`config.mk`:
```
export PLATFORM = sky130hd
export DESIGN_NAME = ets_ctrl
export DESIGN_NICKNAME = d
export VERILOG_FILES = /design/src/rtl/core/ets_pkg.sv /design/src/rtl/core/ets_ctrl.sv
export SDC_FILE = /design/constraint.sdc
export NUM_CORES = 1
export LEC_CHECK = 0
export ABC_AREA = 1
export ABC_CLOCK_PERIOD_IN_PS = 1850
export BUFFER_PORTS_ARGS = -buffer_cell sky130_fd_sc_hd__buf_4
export CAP_MARGIN = 10
export CORE_UTILIZATION = 46
export CTS_CLUSTER_SIZE = 24
export DETAILED_ROUTE_END_ITERATION = 6
export GPL_ROUTABILITY_DRIVEN = 0
export PLACE_DENSITY = 0.78
export SLEW_MARGIN = 20
export SYNTH_ARGS = -nofsm -noshare
export SYNTH_HDL_FRONTEND = slang
export SYNTH_SLANG_ARGS = --single-unit
```
`constraint.sdc`:
```
create_clock -name i_clk -period 1.85 [get_ports i_clk]
set_clock_uncertainty 0.05 [all_clocks]
set_input_delay 0.185 -clock i_clk [delete_from_list [all_inputs] [get_ports i_clk]]
set_output_delay 0.185 -clock i_clk [all_outputs]
set_load 0.01 [all_outputs]
```
`src/rtl/core/ets_pkg.sv`:
```
`timescale 1ns / 1ps
// Shared constants, command codes and status bundle of the template error scorer.
package ets_pkg;

    localparam int SEG_LEN    = 512;
    localparam int IDX_W      = 9;
    localparam int SMP_W      = 16;
    localparam int SUM_W      = 48;
    localparam int TERM_W     = 32;
    localparam int DIST_W     = 43;
    localparam int NORM_W     = 25;
    localparam int DIV_STEPS  = 13;
    localparam int CNT_W      = 4;
    localparam int COS_ONE    = 4096;
    localparam int PI_Q12     = 12868;
    localparam int IN_TDATA_W = 64;

    typedef enum logic [4:0] {
        OP_NONE,
        OP_LOAD,
        OP_VSQ,
        OP_ACC,
        OP_DA,
        OP_DB,
        OP_DC,
        OP_NUM,
        OP_NORM,
        OP_MULN,
        OP_MULD,
        OP_DCHK,
        OP_DIV,
        OP_ANG,
        OP_ERR,
        OP_ESQ,
        OP_UPD
    } t_op;

    typedef struct packed {
        logic pts_full;
        logic norm_more;
        logic last;
        logic out_busy;
    } t_stat;

endpackage

```
`src/rtl/core/ets_ctrl.sv`:
```
`timescale 1ns / 1ps
// Sequencer that steps the datapath through one template point.
module ets_ctrl (
    input  logic          i_clk,
    input  logic          i_rst_n,
    input  logic          i_in_valid,
    output logic          o_in_ready,
    input  ets_pkg::t_stat i_stat,
    output ets_pkg::t_op  o_op
);
    import ets_pkg::*;

    typedef enum logic [3:0] {
        S_IDLE, S_VSQ, S_VACC, S_DA, S_DB, S_DC, S_NUM, S_NORM,
        S_MULD, S_DCHK, S_DIV, S_ANG, S_ERR, S_ESQ, S_EACC, S_UPD
    } t_state;

    t_state            r_state, n_state;
    logic [CNT_W-1:0]  r_cnt, n_cnt;

    always_comb begin
        n_state = r_state;
        n_cnt   = r_cnt;
        o_op    = OP_NONE;
        case (r_state)
            S_IDLE: begin
                if (i_in_valid) begin
                    o_op    = OP_LOAD;
                    n_state = S_VSQ;
                end
            end
            S_VSQ: begin
                o_op    = OP_VSQ;
                n_state = S_VACC;
            end
            S_VACC: begin
                o_op    = OP_ACC;
                n_state = i_stat.pts_full ? S_DA : S_UPD;
            end
            S_DA: begin
                o_op    = OP_DA;
                n_state = S_DB;
            end
            S_DB: begin
                o_op    = OP_DB;
                n_state = S_DC;
            end
            S_DC: begin
                o_op    = OP_DC;
                n_state = S_NUM;
            end
            S_NUM: begin
                o_op    = OP_NUM;
                n_state = S_NORM;
            end
            S_NORM: begin
                // shift one bit a cycle until all three fit the multiplier
                if (i_stat.norm_more) begin
                    o_op = OP_NORM;
                end else begin
                    o_op    = OP_MULN;
                    n_state = S_MULD;
                end
            end
            S_MULD: begin
                o_op    = OP_MULD;
                n_state = S_DCHK;
            end
            S_DCHK: begin
                o_op    = OP_DCHK;
                n_cnt   = '0;
                n_state = S_DIV;
            end
            S_DIV: begin
                o_op  = OP_DIV;
                n_cnt = r_cnt + 1'b1;
                if (r_cnt == CNT_W'(DIV_STEPS - 1)) begin
                    n_state = S_ANG;
                end
            end
            S_ANG: begin
                o_op    = OP_ANG;
                n_state = S_ERR;
            end
            S_ERR: begin
                o_op    = OP_ERR;
                n_state = S_ESQ;
            end
            S_ESQ: begin
                o_op    = OP_ESQ;
                n_state = S_EACC;
            end
            S_EACC: begin
                o_op    = OP_ACC;
                n_state = S_UPD;
            end
            S_UPD: begin
                // on a last point, hold while the previous result still waits
                if (!(i_stat.last && i_stat.out_busy)) begin
                    o_op    = OP_UPD;
                    n_state = S_IDLE;
                end
            end
            default: n_state = S_IDLE;
        endcase
    end

    assign o_in_ready = (r_state == S_IDLE);

    always_ff @(posedge i_clk) begin
        if (!i_rst_n) begin
            r_state <= S_IDLE;
            r_cnt   <= '0;
        end else begin
            r_state <= n_state;
            r_cnt   <= n_cnt;
        end
    end

endmodule

```
==> impl_results.rst <==
.. list-table::
   :header-rows: 1

   * - Metric
     - Value
   * - Synth cell count leaders
     - 31 x nand2_1, 18 x inv_1, 17 x nor2_1
   * - GR peak layer
     - met2
   * - First-pass GRT wire length
     - 3130 um
   * - Worst setup slack after layout
     - 0.0374 ns
   * - Worst IR Drop VDD
     - 0.00104 V
   * - Data required time at the worst endpoint
     - 1.62 ns
   * - Initial standard-cell utilization of the core
     - 51.7%
   * - Cell with the largest stage delay on the worst path
     - dfxtp_4
   * - Delay contributed by the slowest stage of the critical path
     - 0.39 ns
   * - Sequence of cells on the critical path
     - inv_4 > ha_4 > inv_4 > nand2_4 > nand2_4 > nand3_4 > nor3_2 > nand2_1 > buf_4
   * - Pin count of the biggest net entering global routing
     - 9
   * - Via total after detailed routing
     - 937
   * - Post-synthesis instance total
     - 132
   * - Clock Sinks
     - 8
   * - Number of buffers added by the clock tree synthesis step
     - 3
   * - Wire per inst
     - 13.3 um
   * - Result of the run
     - completed
   * - Antenna-violating nets left
     - 0
   * - Crit start category
     - flip-flop
   * - Critical path arrival
     - 1.58 ns
   * - Filler instances
     - 121
   * - Total routing resource utilization after global routing
     - 21.6%
   * - Max-cap violations
     - 0
   * - Met2 GRT Util
     - 33.8%
   * - Flip-flop cell with the highest count after synthesis
     - dfxtp_1
   * - Area fraction of the dominant cell type after synthesis
     - 19.4%
   * - Top-level port count
     - 13
   * - Clock Tree Buf Depth
     - 2
   * - Final core utilization
     - 71.9%
   * - Row Count
     - 14
   * - Worst setup EP type
     - primary output
   * - Number of antenna diodes
     - 0
   * - Final HPWL DP
     - 1470 um
   * - Area used by sequential logic in the layout
     - 170 um^2
   * - Library cell with the highest instance count after synthesis
     - nand2_1
   * - Post-synth EDFFs
     - 0
   * - Ratio of total power to cell area
     - 1420 nW/um^2
   * - Period utilization
     - 98.0%
   * - Ranking of synthesized cells by area
     - dfxtp_1 19%, nand2_1 14%, ha_1 11%
   * - Number of antenna violations at the first check in global routing
     - 0
   * - Number of violations reported at the end of detailed-routing iteration 0
     - 78
   * - Port Buffer Count
     - 12
   * - Die boundary height
     - 44.3 um
   * - Slew at the pin closest to its max-slew limit
     - 0.250 ns
   * - Total gr overflow
     - 0
   * - Cell area reported after detailed placement
     - 937 um^2
   * - Mean instance size in the synthesized netlist
     - 6.25 um^2
   * - Die Area
     - 1970 um^2
   * - Signed area change from the synthesized netlist to the final layout
     - 39.0%
   * - Post-synthesis cell area
     - 825 um^2
   * - Synthesis-stage register bit count
     - 8
   * - Layout cells sized above 1
     - 47.0%
   * - Place WS
     - 0.0654 ns
   * - Clock transition at the registers of the reported paths
     - 0.05 ns
   * - Syn_nets
     - 146
   * - Achievable Freq
     - 0.552 GHz
   * - Number of H-tree levels
     - 1
   * - Class of the tightest hold or removal check
     - input port to flip-flop
   * - Worst hold slack across all endpoints
     - 0.150 ns
   * - Via count of the first global-routing pass
     - 814
   * - Total area of multi-input combinational cells
     - 691 um^2
   * - Cell count of the worst reg-to-reg path
     - 11
   * - Share of flip-flops with an asynchronous set or reset after synthesis
     - 0%
   * - Cell count after placement
     - 168
   * - TritonCTS clock tree
     - done
   * - First-pass DRT Iterations
     - 4
   * - GRT met3 Usage
     - 3.67%
   * - Non-filler instance count after layout
     - 175
   * - Clock latency on the worst-skew pair
     - 0.25 ns
   * - Floorplan Core Area
     - 1590 um^2
   * - Yosys warnings
     - 0
   * - Count of final hold-check violations
     - 0
   * - Highest fanout seen on the critical path
     - 5
   * - Number of vias per cell after detailed routing
     - 5.35
   * - Sequential share of the synthesized area
     - 19.4%
   * - Number of endpoints failing setup at the final stage
     - 0
   * - Startpoint-to-endpoint class of the critical path
     - flip-flop to primary output
   * - Hold path depth
     - 3
   * - Count of unique library cells instantiated by Yosys
     - 22
   * - GRT met1 Usage
     - 26.9%
   * - Summed area of non-filler cells in the final layout
     - 1150 um^2
   * - Unrepaired setup endpoints after global routing
     - yes
   * - Worst rel slew slack
     - 83.4%
   * - Quantity of hold-fixing buffers added after cts
     - 0
   * - Nets
     - 167
   * - Standby leakage power
     - 0.558 nW
   * - Total chip power
     - 1.63 mW
   * - Overall routed net length
     - 2320 um
   * - Clock Root Buffer
     - clkbuf_4
   * - Total Negative Setup Slacks
     - 0 ns
   * - Post-layout minimum cycle time
     - 1.81 ns
   * - Die X
     - 44.3 um
   * - Pins Over Slew Limit
     - 0
   * - Detailed-route DRC error count
     - 0
   * - Top cell type by total area after synthesis
     - dfxtp_1
power breakdown:
part	total, mW	internal, mW	switching [mW]
clock	0.131	0.0741	0.0574
sequential	0.313	0.223	0.0902
combinational	1.18	0.500	0.684
total	1.63	0.797	0.832
cells in the final DEF, fill, tap and decap left out:
master    count
a211oi_1      1
a21oi_1      10
a21oi_2       1
a221oi_1      1
a31o_2        1
buf_4        18
clkbuf_4      3
dfxtp_1       4
dfxtp_2       2
dfxtp_4       2
ha_1          2
ha_2          2
ha_4          3
inv_1        13
inv_2         4
inv_4         4
inv_6         1
nand2_1      23
nand2_2       8
nand2_4       5
nand3_1       8
nand3_2       3
nand3_4       2
nand4_1       2
nor2_1       12
nor2_2        6
nor2_4        4
nor3_1        1
nor3_2        1
o21ai_0       3
o21ai_2       1
layer usage:
layer | up-vias | share of wire, %
li1 | 461 | -
met1 | 425 | 42
met2 | 41 | 48
met3 | 10 | 5.9
met4 | 0 | 3.7
met5 | - | 0
cell type report:
cell class                 count  area share (%)
multi-input combinational    100            60.3
sequential                     8            14.8
timing repair buffer          18            11.8
inverter                      22            8.52
tap                           24            2.62
clock buffer                   3            1.97
final timing paths:
kind,from,endpoint,slack [ns]
setup / recovery,r_state[0]$_SDFFE_PN0P_,o_op[0],0.04
hold / removal,i_rst_n,r_cnt[0]$_SDFFE_PN0P_,0.15
setup reg to reg,r_state[0]$_SDFFE_PN0P_,r_state[0]$_SDFFE_PN0P_,0.33
hold reg to reg,r_cnt[3]$_SDFFE_PN0P_,r_cnt[3]$_SDFFE_PN0P_,0.46
registers in the layout, indices dropped and copies added (netlist names):
register,cells
r_cnt,4
r_state,4
logic make-up (layout without fill, tap and decap cells):
kind of cell,count (synthesis),in the layout,share of synthesized area (%)
buf+inv,24,43,13.4
fa+ha+maj,7,7,10.6
compound gates,18,18,12.6
flops,8,8,19.4
simple gates,75,75,44.0
what timing repair did:
action                     CTS  global route
gates resized for setup     11            37
buffers inserted             1             3
setup endpoints to repair    4             3
pin swaps                    3             9
worst max-delay path: cells and delay by family, from the launching register on:
family | cells | cell delay [ns]
flip-flops | 1 | 0.39
adder cells (fa/ha/maj) | 1 | 0.18
AND/OR/NAND/NOR | 5 | 0.47
buffers and inverters | 3 | 0.28
Note: power is estimated with default switching activity, not from simulation.
